### config.mk
export PLATFORM = sky130hd
export DESIGN_NAME = i2c_register_access_master_unit
export DESIGN_NICKNAME = d
export VERILOG_FILES = /design/src/rtl/i2cram_pkg.sv /design/src/rtl/i2cram_in.sv /design/src/rtl/i2cram_seq.sv /design/src/rtl/i2cram_out.sv /design/src/rtl/i2c_register_access_master_unit.sv
export VERILOG_INCLUDE_DIRS = /design/src /design/src/rtl
export SDC_FILE = /design/constraint.sdc
export NUM_CORES = 1
export LEC_CHECK = 0
export CAP_MARGIN = 10
export CORE_MARGIN = 3
export CORE_UTILIZATION = 40
export CTS_CLUSTER_DIAMETER = 100
export CTS_CLUSTER_SIZE = 8
export DETAILED_ROUTE_END_ITERATION = 8
export DONT_BUFFER_PORTS = 1
export GPL_TIMING_DRIVEN = 0
export PLACE_DENSITY = 0.54
export SYNTH_ARGS = -nofsm -noshare
export SYNTH_HDL_FRONTEND = slang
export SYNTH_SLANG_ARGS = --single-unit
### constraint.sdc
create_clock -name aclk -period 3.5 [get_ports aclk]
set_input_delay 0.175 -clock aclk [delete_from_list [all_inputs] [get_ports aclk]]
set_output_delay 0.175 -clock aclk [all_outputs]
set_load 0.03 [all_outputs]
### src/rtl/i2c_register_access_master_unit_macros.svh
`ifndef I2C_REGISTER_ACCESS_MASTER_UNIT_MACROS_SVH
`define I2C_REGISTER_ACCESS_MASTER_UNIT_MACROS_SVH

// same-cycle implication, checked on aclk outside reset
`define I2CRAM_ASSERT_NOW(label, ante, cons, msg) \
    label: assert property (@(posedge aclk) disable iff (!aresetn) (ante) |-> (cons)) \
        else $error(msg);

// next-cycle implication, checked on aclk outside reset
`define I2CRAM_ASSERT_NEXT(label, ante, cons, msg) \
    label: assert property (@(posedge aclk) disable iff (!aresetn) (ante) |=> (cons)) \
        else $error(msg);

`endif

### src/rtl/i2cram_pkg.sv
package i2cram_pkg;

    localparam int S_TDATA_W = 40;
    localparam int M_TDATA_W = 16;
    localparam int CFG_IDX_W = 1;
    localparam int CFG_DATA_W = 8;

    localparam logic [CFG_IDX_W-1:0] CFG_DEVICE_ADDRESS = 1'b0;
    localparam logic [CFG_IDX_W-1:0] CFG_PHASE_TICKS    = 1'b1;

    localparam logic [6:0] DEVICE_ADDRESS_RST = 7'd93;
    localparam logic [7:0] PHASE_TICKS_RST    = 8'd10;

    localparam logic RW_WRITE = 1'b0;
    localparam logic RW_READ  = 1'b1;

    typedef enum logic [4:0] {
        SEQ_IDLE,
        SEQ_START_HI,
        SEQ_START_SDA,
        SEQ_START_LOW,
        SEQ_TX_BIT_LOW,
        SEQ_TX_BIT_HIGH,
        SEQ_TX_ACK_LOW,
        SEQ_TX_ACK_HIGH,
        SEQ_RESTART_PREP,
        SEQ_RESTART_HI,
        SEQ_RESTART_SDA,
        SEQ_RESTART_LOW,
        SEQ_RX_LOW,
        SEQ_RX_HIGH,
        SEQ_MACK_SET,
        SEQ_MACK_HIGH,
        SEQ_MACK_LOW,
        SEQ_STOP_A,
        SEQ_STOP_B,
        SEQ_STOP_C
    } seq_state_t;

    typedef enum logic [1:0] {
        TX_DEVICE_WRITE,
        TX_ADDR_HIGH,
        TX_ADDR_LOW,
        TX_FINAL
    } tx_stage_t;

    typedef struct packed {
        logic        func;
        logic        is_read;
        logic [15:0] reg_address;
        logic [7:0]  write_byte;
        logic [7:0]  byte_count;
        logic        sda_sample;
    } cmd_t;

    typedef struct packed {
        logic       scl_level;
        logic       sda_release;
        logic [7:0] read_byte;
        logic       byte_valid;
        logic       last_byte;
        logic       done_res;
        logic       nack_error;
        logic       busy_res;
    } res_t;

endpackage

### src/rtl/i2cram_in.sv
module i2cram_in (
    input  logic               aclk,
    input  logic               aresetn,
    input  logic               s_valid,
    output logic               s_ready,
    input  i2cram_pkg::cmd_t   s_cmd,
    input  logic               take,
    output logic               item_valid,
    output i2cram_pkg::cmd_t   item
);

    logic             valid_reg;
    logic             valid_next;
    i2cram_pkg::cmd_t item_reg;

    assign s_ready    = !valid_reg || take;
    assign item_valid = valid_reg;
    assign item       = item_reg;

    always_comb begin
        valid_next = valid_reg;
        if (s_valid && s_ready) begin
            valid_next = 1'b1;
        end else if (take) begin
            valid_next = 1'b0;
        end
    end

    always_ff @(posedge aclk) begin
        if (!aresetn) begin
            valid_reg <= 1'b0;
        end else begin
            valid_reg <= valid_next;
        end
    end

    always_ff @(posedge aclk) begin
        if (s_valid && s_ready) begin
            item_reg <= s_cmd;
        end
    end

endmodule

### src/rtl/i2cram_seq.sv
`include "i2c_register_access_master_unit_macros.svh"

module i2cram_seq (
    input  logic                                aclk,
    input  logic                                aresetn,
    input  logic                                cfg_wr_en,
    input  logic [i2cram_pkg::CFG_IDX_W-1:0]    cfg_index,
    input  logic [i2cram_pkg::CFG_DATA_W-1:0]   cfg_wdata,
    input  logic                                item_valid,
    input  i2cram_pkg::cmd_t                    item,
    input  logic                                out_ready,
    output logic                                step,
    output i2cram_pkg::res_t                    res
);

    logic [6:0] device_address_reg;
    logic [7:0] phase_ticks_reg;

    i2cram_pkg::seq_state_t state_reg, state_next;
    i2cram_pkg::tx_stage_t  stage_reg, stage_next;
    logic [7:0]  phase_cnt_reg, phase_cnt_next;
    logic [2:0]  bit_cnt_reg, bit_cnt_next;
    logic [7:0]  bytes_left_reg, bytes_left_next;
    logic [7:0]  shift_reg, shift_next;
    logic [15:0] address_reg, address_next;
    logic [7:0]  wbyte_reg, wbyte_next;
    logic        is_read_reg, is_read_next;

    logic [7:0] limit;
    logic [7:0] cnt_inc;
    logic       tick;
    logic       phase_end;
    logic       last_rd;
    logic       bit_wrap;
    logic [7:0] rx_byte;

    assign step      = item_valid && out_ready;
    assign limit     = (phase_ticks_reg == 8'd0) ? 8'd1 : phase_ticks_reg;
    assign cnt_inc   = phase_cnt_reg + 8'd1;
    assign tick      = step && !item.func && (state_reg != i2cram_pkg::SEQ_IDLE);
    assign phase_end = tick && (cnt_inc >= limit);
    assign last_rd   = bytes_left_reg <= 8'd1;
    assign bit_wrap  = &bit_cnt_reg;
    assign rx_byte   = {shift_reg[6:0], item.sda_sample};

    always_ff @(posedge aclk) begin
        if (!aresetn) begin
            device_address_reg <= i2cram_pkg::DEVICE_ADDRESS_RST;
            phase_ticks_reg    <= i2cram_pkg::PHASE_TICKS_RST;
        end else if (cfg_wr_en) begin
            unique case (cfg_index)
                i2cram_pkg::CFG_DEVICE_ADDRESS: device_address_reg <= cfg_wdata[6:0];
                i2cram_pkg::CFG_PHASE_TICKS:    phase_ticks_reg    <= cfg_wdata;
                default: ;
            endcase
        end
    end

    always_comb begin
        state_next      = state_reg;
        stage_next      = stage_reg;
        phase_cnt_next  = phase_cnt_reg;
        bit_cnt_next    = bit_cnt_reg;
        bytes_left_next = bytes_left_reg;
        shift_next      = shift_reg;
        address_next    = address_reg;
        wbyte_next      = wbyte_reg;
        is_read_next    = is_read_reg;
        if (step && item.func && (state_reg == i2cram_pkg::SEQ_IDLE)) begin
            is_read_next    = item.is_read;
            address_next    = item.reg_address;
            wbyte_next      = item.write_byte;
            bytes_left_next = (item.byte_count == 8'd0) ? 8'd1 : item.byte_count;
            bit_cnt_next    = 3'd0;
            shift_next      = 8'd0;
            phase_cnt_next  = 8'd0;
            state_next      = i2cram_pkg::SEQ_START_HI;
        end else if (tick) begin
            phase_cnt_next = cnt_inc;
            if (phase_end) begin
                phase_cnt_next = 8'd0;
                unique case (state_reg)
                    i2cram_pkg::SEQ_TX_BIT_LOW:   state_next = i2cram_pkg::SEQ_TX_BIT_HIGH;
                    i2cram_pkg::SEQ_TX_BIT_HIGH: begin
                        shift_next   = {shift_reg[6:0], 1'b0};
                        bit_cnt_next = bit_cnt_reg + 3'd1;
                        state_next   = bit_wrap ? i2cram_pkg::SEQ_TX_ACK_LOW
                                                : i2cram_pkg::SEQ_TX_BIT_LOW;
                    end
                    i2cram_pkg::SEQ_TX_ACK_LOW:   state_next = i2cram_pkg::SEQ_TX_ACK_HIGH;
                    i2cram_pkg::SEQ_TX_ACK_HIGH: begin
                        priority if (item.sda_sample) begin
                            state_next = i2cram_pkg::SEQ_STOP_A;
                        end else begin
                            unique case (stage_reg)
                                i2cram_pkg::TX_DEVICE_WRITE: begin
                                    state_next   = i2cram_pkg::SEQ_TX_BIT_LOW;
                                    stage_next   = i2cram_pkg::TX_ADDR_HIGH;
                                    shift_next   = address_reg[15:8];
                                    bit_cnt_next = 3'd0;
                                end
                                i2cram_pkg::TX_ADDR_HIGH: begin
                                    state_next   = i2cram_pkg::SEQ_TX_BIT_LOW;
                                    stage_next   = i2cram_pkg::TX_ADDR_LOW;
                                    shift_next   = address_reg[7:0];
                                    bit_cnt_next = 3'd0;
                                end
                                i2cram_pkg::TX_ADDR_LOW: begin
                                    if (is_read_reg) begin
                                        state_next = i2cram_pkg::SEQ_RESTART_PREP;
                                    end else begin
                                        state_next   = i2cram_pkg::SEQ_TX_BIT_LOW;
                                        stage_next   = i2cram_pkg::TX_FINAL;
                                        shift_next   = wbyte_reg;
                                        bit_cnt_next = 3'd0;
                                    end
                                end
                                i2cram_pkg::TX_FINAL: begin
                                    if (is_read_reg) begin
                                        bit_cnt_next = 3'd0;
                                        shift_next   = 8'd0;
                                        state_next   = i2cram_pkg::SEQ_RX_LOW;
                                    end else begin
                                        state_next = i2cram_pkg::SEQ_STOP_A;
                                    end
                                end
                                default: ;
                            endcase
                        end
                    end
                    i2cram_pkg::SEQ_START_HI:  state_next = i2cram_pkg::SEQ_START_SDA;
                    i2cram_pkg::SEQ_START_SDA: state_next = i2cram_pkg::SEQ_START_LOW;
                    i2cram_pkg::SEQ_START_LOW: begin
                        state_next   = i2cram_pkg::SEQ_TX_BIT_LOW;
                        stage_next   = i2cram_pkg::TX_DEVICE_WRITE;
                        shift_next   = {device_address_reg, i2cram_pkg::RW_WRITE};
                        bit_cnt_next = 3'd0;
                    end
                    i2cram_pkg::SEQ_RESTART_PREP: state_next = i2cram_pkg::SEQ_RESTART_HI;
                    i2cram_pkg::SEQ_RESTART_HI:   state_next = i2cram_pkg::SEQ_RESTART_SDA;
                    i2cram_pkg::SEQ_RESTART_SDA:  state_next = i2cram_pkg::SEQ_RESTART_LOW;
                    i2cram_pkg::SEQ_RESTART_LOW: begin
                        state_next   = i2cram_pkg::SEQ_TX_BIT_LOW;
                        stage_next   = i2cram_pkg::TX_FINAL;
                        shift_next   = {device_address_reg, i2cram_pkg::RW_READ};
                        bit_cnt_next = 3'd0;
                    end
                    i2cram_pkg::SEQ_RX_LOW: state_next = i2cram_pkg::SEQ_RX_HIGH;
                    i2cram_pkg::SEQ_RX_HIGH: begin
                        shift_next   = rx_byte;
                        bit_cnt_next = bit_cnt_reg + 3'd1;
                        state_next   = bit_wrap ? i2cram_pkg::SEQ_MACK_SET
                                                : i2cram_pkg::SEQ_RX_LOW;
                    end
                    i2cram_pkg::SEQ_MACK_SET:  state_next = i2cram_pkg::SEQ_MACK_HIGH;
                    i2cram_pkg::SEQ_MACK_HIGH: state_next = i2cram_pkg::SEQ_MACK_LOW;
                    i2cram_pkg::SEQ_MACK_LOW: begin
                        if (last_rd) begin
                            bytes_left_next = 8'd0;
                            state_next      = i2cram_pkg::SEQ_STOP_A;
                        end else begin
                            bytes_left_next = bytes_left_reg - 8'd1;
                            shift_next      = 8'd0;
                            bit_cnt_next    = 3'd0;
                            state_next      = i2cram_pkg::SEQ_RX_LOW;
                        end
                    end
                    i2cram_pkg::SEQ_STOP_A: state_next = i2cram_pkg::SEQ_STOP_B;
                    i2cram_pkg::SEQ_STOP_B: state_next = i2cram_pkg::SEQ_STOP_C;
                    i2cram_pkg::SEQ_STOP_C: state_next = i2cram_pkg::SEQ_IDLE;
                    default:                state_next = i2cram_pkg::SEQ_IDLE;
                endcase
            end
        end
    end

    always_comb begin
        res = '0;
        unique case (state_reg)
            i2cram_pkg::SEQ_TX_BIT_LOW: begin
                res.scl_level   = 1'b0;
                res.sda_release = shift_reg[7];
            end
            i2cram_pkg::SEQ_TX_BIT_HIGH: begin
                res.scl_level   = 1'b1;
                res.sda_release = shift_reg[7];
            end
            i2cram_pkg::SEQ_TX_ACK_LOW, i2cram_pkg::SEQ_RX_LOW,
            i2cram_pkg::SEQ_RESTART_PREP: begin
                res.scl_level   = 1'b0;
                res.sda_release = 1'b1;
            end
            i2cram_pkg::SEQ_START_SDA, i2cram_pkg::SEQ_RESTART_SDA,
            i2cram_pkg::SEQ_STOP_B: begin
                res.scl_level   = 1'b1;
                res.sda_release = 1'b0;
            end
            i2cram_pkg::SEQ_START_LOW, i2cram_pkg::SEQ_RESTART_LOW,
            i2cram_pkg::SEQ_STOP_A: begin
                res.scl_level   = 1'b0;
                res.sda_release = 1'b0;
            end
            i2cram_pkg::SEQ_MACK_SET, i2cram_pkg::SEQ_MACK_LOW: begin
                res.scl_level   = 1'b0;
                res.sda_release = last_rd;
            end
            i2cram_pkg::SEQ_MACK_HIGH: begin
                res.scl_level   = 1'b1;
                res.sda_release = last_rd;
            end
            default: begin
                res.scl_level   = 1'b1;
                res.sda_release = 1'b1;
            end
        endcase
        if (phase_end && (state_reg == i2cram_pkg::SEQ_RX_HIGH) && bit_wrap) begin
            res.byte_valid = 1'b1;
            res.read_byte  = rx_byte;
            res.last_byte  = last_rd;
        end
        res.done_res   = phase_end && (state_reg == i2cram_pkg::SEQ_STOP_C);
        res.nack_error = phase_end && (state_reg == i2cram_pkg::SEQ_TX_ACK_HIGH)
                         && item.sda_sample;
        res.busy_res   = state_next != i2cram_pkg::SEQ_IDLE;
    end

    always_ff @(posedge aclk) begin
        if (!aresetn) begin
            state_reg      <= i2cram_pkg::SEQ_IDLE;
            stage_reg      <= i2cram_pkg::TX_DEVICE_WRITE;
            phase_cnt_reg  <= 8'd0;
            bit_cnt_reg    <= 3'd0;
            bytes_left_reg <= 8'd0;
            shift_reg      <= 8'd0;
            address_reg    <= 16'd0;
            wbyte_reg      <= 8'd0;
            is_read_reg    <= 1'b0;
        end else begin
            state_reg      <= state_next;
            stage_reg      <= stage_next;
            phase_cnt_reg  <= phase_cnt_next;
            bit_cnt_reg    <= bit_cnt_next;
            bytes_left_reg <= bytes_left_next;
            shift_reg      <= shift_next;
            address_reg    <= address_next;
            wbyte_reg      <= wbyte_next;
            is_read_reg    <= is_read_next;
        end
    end

    `I2CRAM_ASSERT_NOW(a_byte_while_busy, step && res.byte_valid, res.busy_res, "read byte outside a transaction")
    `I2CRAM_ASSERT_NOW(a_nack_not_done, step, !(res.nack_error && res.done_res), "abort and stop end in one tick")
    `I2CRAM_ASSERT_NOW(a_idle_count_clear, state_reg == i2cram_pkg::SEQ_IDLE, phase_cnt_reg == 8'd0, "phase count left over in idle")
    `I2CRAM_ASSERT_NEXT(a_done_to_idle, step && res.done_res, state_reg == i2cram_pkg::SEQ_IDLE, "stop end did not return to idle")

endmodule

### src/rtl/i2cram_out.sv
module i2cram_out (
    input  logic               aclk,
    input  logic               aresetn,
    input  logic               push,
    input  i2cram_pkg::res_t   push_res,
    output logic               push_ready,
    output logic               m_valid,
    input  logic               m_ready,
    output i2cram_pkg::res_t   m_res
);

    logic             main_valid_reg, main_valid_next;
    logic             skid_valid_reg, skid_valid_next;
    i2cram_pkg::res_t main_reg, main_next;
    i2cram_pkg::res_t skid_reg, skid_next;
    logic             pop;

    assign pop        = main_valid_reg && m_ready;
    assign push_ready = !skid_valid_reg;
    assign m_valid    = main_valid_reg;
    assign m_res      = main_reg;

    always_comb begin
        main_valid_next = main_valid_reg;
        skid_valid_next = skid_valid_reg;
        main_next       = main_reg;
        skid_next       = skid_reg;
        priority if (skid_valid_reg) begin
            if (pop) begin
                main_next       = skid_reg;
                skid_valid_next = 1'b0;
            end
        end else if (push) begin
            if (!main_valid_reg || pop) begin
                main_next       = push_res;
                main_valid_next = 1'b1;
            end else begin
                skid_next       = push_res;
                skid_valid_next = 1'b1;
            end
        end else if (pop) begin
            main_valid_next = 1'b0;
        end
    end

    always_ff @(posedge aclk) begin
        if (!aresetn) begin
            main_valid_reg <= 1'b0;
            skid_valid_reg <= 1'b0;
        end else begin
            main_valid_reg <= main_valid_next;
            skid_valid_reg <= skid_valid_next;
        end
    end

    always_ff @(posedge aclk) begin
        main_reg <= main_next;
        skid_reg <= skid_next;
    end

endmodule

### src/rtl/i2c_register_access_master_unit.sv
// I2C master for devices with 16-bit register addresses. Each request on the s_ side is either
// one tick of the bus time base (tuser 0) or a transaction command (tuser 1), and every request
// yields exactly one result on the m_ side carrying the SCL/SDA levels for that tick, any
// received byte and the done, NACK and busy flags. A request passes an input register, the
// combinational sequencer logic and a two-entry result buffer, and its result is valid on the
// m_ side once the buffer holds it; the step waits while the buffer is full. One request is
// taken every cycle while m_tready stays high; the combinational sequencer step between those
// registers allows that rate. A command arriving mid-transaction is ignored but still
// answered. Write device_address and phase_ticks only while no transaction is running.
module i2c_register_access_master_unit (
    input  logic                                aclk,
    input  logic                                aresetn,
    input  logic                                cfg_wr_en,
    input  logic [i2cram_pkg::CFG_IDX_W-1:0]    cfg_index,
    input  logic [i2cram_pkg::CFG_DATA_W-1:0]   cfg_wdata,
    input  logic                                s_tvalid,
    output logic                                s_tready,
    // is_read, reg_address, write_byte, byte_count, sda_sample, zero pad
    input  logic [i2cram_pkg::S_TDATA_W-1:0]    s_tdata,
    // func
    input  logic                                s_tuser,
    output logic                                m_tvalid,
    input  logic                                m_tready,
    // scl_level, sda_release, read_byte, done_res, nack_error, busy_res, zero pad
    output logic [i2cram_pkg::M_TDATA_W-1:0]    m_tdata,
    // byte_valid
    output logic                                m_tuser,
    output logic                                m_tlast
);

    i2cram_pkg::cmd_t s_cmd;
    i2cram_pkg::cmd_t item;
    i2cram_pkg::res_t step_res;
    i2cram_pkg::res_t m_res;
    logic             item_valid;
    logic             step;
    logic             out_ready;

    always_comb begin
        s_cmd.func        = s_tuser;
        s_cmd.is_read     = s_tdata[0];
        s_cmd.reg_address = s_tdata[16:1];
        s_cmd.write_byte  = s_tdata[24:17];
        s_cmd.byte_count  = s_tdata[32:25];
        s_cmd.sda_sample  = s_tdata[33];
    end

    i2cram_in u_in (
        .aclk       (aclk),
        .aresetn    (aresetn),
        .s_valid    (s_tvalid),
        .s_ready    (s_tready),
        .s_cmd      (s_cmd),
        .take       (step),
        .item_valid (item_valid),
        .item       (item)
    );

    i2cram_seq u_seq (
        .aclk       (aclk),
        .aresetn    (aresetn),
        .cfg_wr_en  (cfg_wr_en),
        .cfg_index  (cfg_index),
        .cfg_wdata  (cfg_wdata),
        .item_valid (item_valid),
        .item       (item),
        .out_ready  (out_ready),
        .step       (step),
        .res        (step_res)
    );

    i2cram_out u_out (
        .aclk       (aclk),
        .aresetn    (aresetn),
        .push       (step),
        .push_res   (step_res),
        .push_ready (out_ready),
        .m_valid    (m_tvalid),
        .m_ready    (m_tready),
        .m_res      (m_res)
    );

    assign m_tdata = {3'b000, m_res.busy_res, m_res.nack_error, m_res.done_res,
                      m_res.read_byte, m_res.sda_release, m_res.scl_level};
    assign m_tuser = m_res.byte_valid;
    assign m_tlast = m_res.last_byte;

endmodule
==> flow_summary.yaml, run 1 <==
timing:
  drv_slew: 0
  skew_ns: 0.0130
  period_share_pct: 95.3
  worst_slew_pin_slew_ns: 0.908
  worst_slack_ns: 0.164
  fmax_ghz: 0.300
  hold_slack_ns: 0.0268
  slew_headroom_pct: 39.5
  min_period_ns: 3.34
  setup_violations: 0
  finalHoldViolCount: 0
  setup_tns_ns: 0
place:
  placed_cell_area_um2: 6600
  place_hpwl_um: 10700
  dpl.cell_count: 853
  pre_cts_ws_ns: -0.353
  portBuffers: 0
  place_congestion: 0.911
finish:
  area_delta_synth_final_pct: 22.6
  largest_register_ffs: 35
  drive_gt1_share_pct: 10.1
  instances_no_fill: 934
  utilization_pct: 50.5
  nFillCells: 1459
  fin_nets: 782
  diodes: 0
  final_area_um2: 7740
yosys:
  synth-seq-area-share_pct: 55.3
  synth_top_family_by_area: "simple AND/OR/NAND/NOR gates"
  synthFlopType: "dfxtp_1"
  netlist_area_um2: 6310
  synth.avg_cell_area_um2: 9.88
  synthSimpleGateAreaFrac_pct: 18.3
  muxShareOfSynthArea_pct: 1.84
  synth_cell_types: 59
  synth_largest_area_cell: "edfxtp_1"
  yosys.area_share.adder_pct: 3.37
  synth-xor-area-share_pct: 1.53
  ys_ff_latch: 142
  synth.top_cell.area_share_pct: 30.9
  synth_compound_area_share_pct: 15.6
  synth_edf_count: 65
  postSynth.asyncResetShare_pct: 0
  ys_warn_count: 0
  synth.area.top_cells: "edfxtp_1 31%, dfxtp_1 24%, nand2_1 6.4%"
  synthCells: 639
worst_setup_path:
  rr_startpoint: "u_seq.phase_cnt_reg[2]"
  critPathRequiredTime_ns: 3.67
  cp_top_family: "simple AND/OR/NAND/NOR gates"
  cp.arrival_ns: 3.50
  critPathBufInv: 0
  reg2reg_slack_ns: 0.16
  cp_cell_sequence: "and3_4 -> and3_4 -> nand3_1 -> xnor2_2 -> ha_4 -> nand4_1 -> a221oi_4 -> o21bai_4 -> mux2_2 -> or4b_4 -> mux2_2"
  crit_type: "flop to flop"
  worstSetupStartpoint: "u_seq.phase_cnt_reg[2]"
  worst_setup_path_start_kind: "flop"
  cp_slowest_cell: "or4b_4"
  cp_slowest_stage_delay_ns: 0.55
  reg2reg_to: "u_out.m_res[0]"
  critPathCaptureType: "flop"
  crit_path_max_fanout: 5
  reg2reg_depth: 11
detailed_routing:
  drc: 0
  vias_per_cell: 5.26
  antenna_left: 0
  drtIter0Drc: 262
  wl_um: 15100
  wl_per_cell_um: 16.2
  first_pass_iters: 5
  vias: 4913
power_and_ir_drop:
  p_total_mw: 3.80
  power_density_nw_per_um2: 491
  max-vdd-ir-drop_mv: 0.334
  leakagePower_nw: 2.81
global_routing:
  grt_pass1_vias: 4744
  grt_usage_pct: 17.8
  antenna_found_initial: 0
  grt_max_degree: 36
  overflow: 0
  grt_pass1_wl_um: 24600
floorplanning:
  rows: 45
  start_util_pct: 41.2
  dieArea_um2: 17300
  coreArea_um2: 15300
  ios: 75
  die_x_um: 132
  die-height_um: 132
clocking:
  numCtsBuffers: 17
  cts_max_path_buffers: 2
  cts-root-buf: "clkbuf_16"
  clk_latency_ns: 0.43
  cts_tree: "done"
  clkTransAtPathRegs_ns: 0.06
  cts-htree-levels: 4
  clock-sinks: 142
run_status:
  status: "completed"
flow_run:
  maxCapViolCount: 0
worst_hold_path:
  hold_class: "primary input to flop"
  worst_hold_path.endpoint: "u_seq.device_address_reg[5]"
  hold_depth: 3
  hp-start: "cfg_index"
==> layout by cell type (no fill, tap or decap), drive strengths merged, types with 6 or more instances in the layout <==
cell type and instances:
a222oi 7, nand3 17, a21oi 63, ha 17, nor4 7, a21o 14
o21ai 24, clkinv 6, edfxtp 65, nand2 108, o211ai 6, inv 26
and2 12, mux2i 6, a211oi 9, xor2 7, a22oi 11, buf 13
dlygate4sd3 46, nor2 41, nor3 13, dfxtp 77, nand2b 13, clkbuf 50
==> where the power goes <==
group | internal [mW] | switching, mW
sequential | 1.80 | 0.0488
clock | 1.01 | 0.727
combinational | 0.0892 | 0.125
total | 2.90 | 0.900
==> cell type report <==
class | count | area (um^2) | area share, %
Buffer | 40 | 170 | 2.20
Timing Repair Buffer | 50 | 494 | 6.38
Clock buffer | 19 | 443 | 5.72
Sequential cell | 142 | 3500 | 45.2
Inverter | 22 | 82.6 | 1.07
Clock inverter | 13 | 131 | 1.70
Tap cell | 211 | 264 | 3.41
Multi-Input combinational cell | 437 | 2660 | 34.3
==> cells by family after synthesis <==
group	after synthesis
buffers and inverters	62
flip-flops	142
adder cells (fa/ha/maj)	17
other	1
multiplexers	11
XOR/XNOR	11
AND/OR/NAND/NOR	240
AO/OA/AOI/OAI	155
==> worst max-delay path by stage <==
stage                               endpoint  slack [ns]  cells after the start
after floorplan               u_out.m_res[0]        0.11                     11
after global placement    u_seq.shift_reg[1]       -0.31                     13
after detailed placement  u_seq.shift_reg[2]       -0.35                     13
after CTS                     u_out.m_res[0]        0.05                     11
after global routing          u_out.m_res[0]      -0.003                     11
final                         u_out.m_res[0]        0.16                     11
==> tightest hold or removal path, cell delays in order <==
cell and delay [ns]:
nor2b_1 0.09, nand2_1 0.09, a21oi_1 0.05
==> layer usage <==
metal,global-route usage [%],wire [um]
met1,24.4,7230
met5,0,0
met4,6.24,287
met2,27.2,6830
met3,4.98,788
==> cell usage after synthesis (4+ instances only) <==
master,instances
and2_1,12
nor2b_1,5
o21ai_0,22
a211oi_1,9
ha_1,17
xor2_1,7
inv_1,21
nor2_1,41
edfxtp_1,65
nand2b_1,13
nand3_1,17
a21o_1,14
dfxtp_1,77
xnor2_1,4
mux2_2,5
a22oi_1,11
nor4_1,5
a222oi_1,7
buf_4,4
nand3b_1,5
and3_1,5
nand2_1,108
o211ai_1,6
nor3_1,13
clkbuf_1,31
mux2i_1,6
a21oi_1,63
==> repair_timing <==
item                                    in CTS  in global routing
endpoints found under the setup margin      32                 22
gates resized for setup                      9                  9
pin swaps                                    2                  3
hold buffers                                46                  0
hold endpoints to repair                    58                  0
buffers inserted                             2                  0
(Power assumes the default switching activity.)
==> inputs of run 2 (changes only) <==
Settings changed: SETUP_SLACK_MARGIN from default to 0.3.
==> flow_summary.yaml, run 2 (synthesis results as in run 1) <==
timing:
  worst_slack_ns: 0.244
  setup_tns_ns: 0
  drv_slew: 0
  worst_slew_pin_slew_ns: 0.860
  min_period_ns: 3.26
  setup_violations: 0
  fmax_ghz: 0.307
  slew_headroom_pct: 42.7
  skew_ns: 0.00860
  period_share_pct: 93.0
  rsz0062_at_grt: "yes"
  finalHoldViolCount: 0
clocking:
  clk_latency_ns: 0.43
  cts_max_path_buffers: 2
  cts_tree: "done"
  numCtsBuffers: 17
  clkTransAtPathRegs_ns: 0.06
  cts-root-buf: "clkbuf_16"
  clock-sinks: 142
  cts-htree-levels: 4
finish:
  instances_no_fill: 944
  layout_common_cells: "108 x nand2_1, 74 x dfxtp_1, 65 x edfxtp_1"
  fin_nets: 791
  drive_gt1_share_pct: 11.9
  final_common_cell: "nand2_1"
  final_area_um2: 7900
  largest_register_ffs: 35
  area_delta_synth_final_pct: 25.1
detailed_routing:
  wl_um: 15300
  wl_per_cell_um: 16.3
  first_pass_iters: 7
  vias_per_cell: 5.26
  drc: 0
  antenna_left: 0
  vias: 4962
  drtIter0Drc: 325
global_routing:
  grt_max_degree: 36
  grt_pass1_wl_um: 25000
  grt_pass1_vias: 4802
  antenna_found_initial: 1
  grt_usage_pct: 18.2
  overflow: 0
worst_setup_path:
  crit_path_max_fanout: 5
  critPathCaptureType: "flop"
  critPathRequiredTime_ns: 3.68
  cp_cell_sequence: "and3_4 -> and3_4 -> nand3_4 -> xnor2_4 -> ha_4 -> a21oi_2 -> nand3_2 -> o21bai_4 -> mux2_4 -> or4b_4 -> mux2_2"
  cp.arrival_ns: 3.43
  cp_slowest_cell: "or4b_4"
  crit_type: "flop to flop"
  cp_slowest_stage_delay_ns: 0.55
  worst_setup_path_start_kind: "flop"
  cpMostUsedCell: "and3_4"
power_and_ir_drop:
  max-vdd-ir-drop_mv: 0.313
  power_density_nw_per_um2: 487
  p_total_mw: 3.85
  leakagePower_nw: 2.87
place:
  pre_cts_ws_ns: 0.0242
  place_hpwl_um: 10600
  placed_cell_area_um2: 6640
  portBuffers: 0
  place_congestion: 0.911
  dpl.cell_count: 853
run_status:
  status: "completed"
floorplanning:
  rows: 45
  coreArea_um2: 15300
  die-height_um: 132
  ios: 75
  die_x_um: 132
  start_util_pct: 41.2
  dieArea_um2: 17300
flow_run:
  maxCapViolCount: 0
worst_hold_path:
  hold_class: "primary input to flop"
==> run 2: changes by cell type in the layout (fill, tap and decap cells not counted), sizes merged <==
cell and change:
buf +9, bufinv +1, clkbuf -1, clkinvlp -1, diode +1, inv +1
==> run 2: final timing paths <==
path	from	endpoint	slack, ns	cells past startpoint
worst max-delay path	u_seq.phase_cnt_reg[0]	u_out.m_res[0]	0.24	11
worst min-delay path	m_tready	u_out.m_valid	0.03	3
worst max register to register	u_seq.phase_cnt_reg[0]	u_out.m_res[0]	0.24	11
worst min register to register	u_seq.address_reg[15]	u_seq.address_reg[15]	0.45	2
==> run 2: area by class of cell <==
cell class	instances	area, um^2
Fill cell	1416	7420
Sequential cell	142	3500
Multi-Input combinational cell	437	2730
Timing Repair Buffer	59	562
Clock buffer	18	429
Tap cell	211	264
Buffer	40	170
Clock inverter	14	158
Inverter	22	82.6
Antenna cell	1	2.50
==> run 2: worst max-delay path: cells and delay by family, from the launching register on <==
family	cells	cell delay, ns
and+or+nand+nor	5	1.18
xor gates and xnor gates	1	0.21
DFF	1	0.38
muxes	2	0.60
adders and majority gates	1	0.24
AOI/OAI and AO/OA	2	0.39
==> run 2: timing repair <==
action / in CTS / in global routing
pin swaps: 7 / 5
buffers inserted: 8 / 3
gates cloned: 0 / 0
setup endpoints to repair: 30 / 25
resized for setup: 11 / 13
hold buffers: 46 / 0
endpoints found under the hold margin: 56 / 0
==> run 2: per-layer routing <==
| metal | routed length (um) | up-vias | global-route usage [%] |
|---|---|---|---|
| li1 | - | 2440 | - |
| met1 | 7130 | 2342 | 24.0 |
| met2 | 7020 | 156 | 28.1 |
| met3 | 865 | 24 | 5.28 |
| met4 | 324 | 0 | 7.29 |
| met5 | 0 | - | 0 |
==> run 2: per-stage QoR <==
step,utilization (%),hold slack [ns]
3_5_place_dp,43.3,0.274
4_1_cts,50.9,0.0181
6_report,51.6,0.0347
5_1_grt,51.6,0.0517
2_1_floorplan,-,0.274
3_3_place_gp,43.2,0.274
==> run 2: where the power goes <==
group	switching [mW]	internal, mW
registers	0.0484	1.80
clock network	0.726	1.06
logic	0.126	0.0904
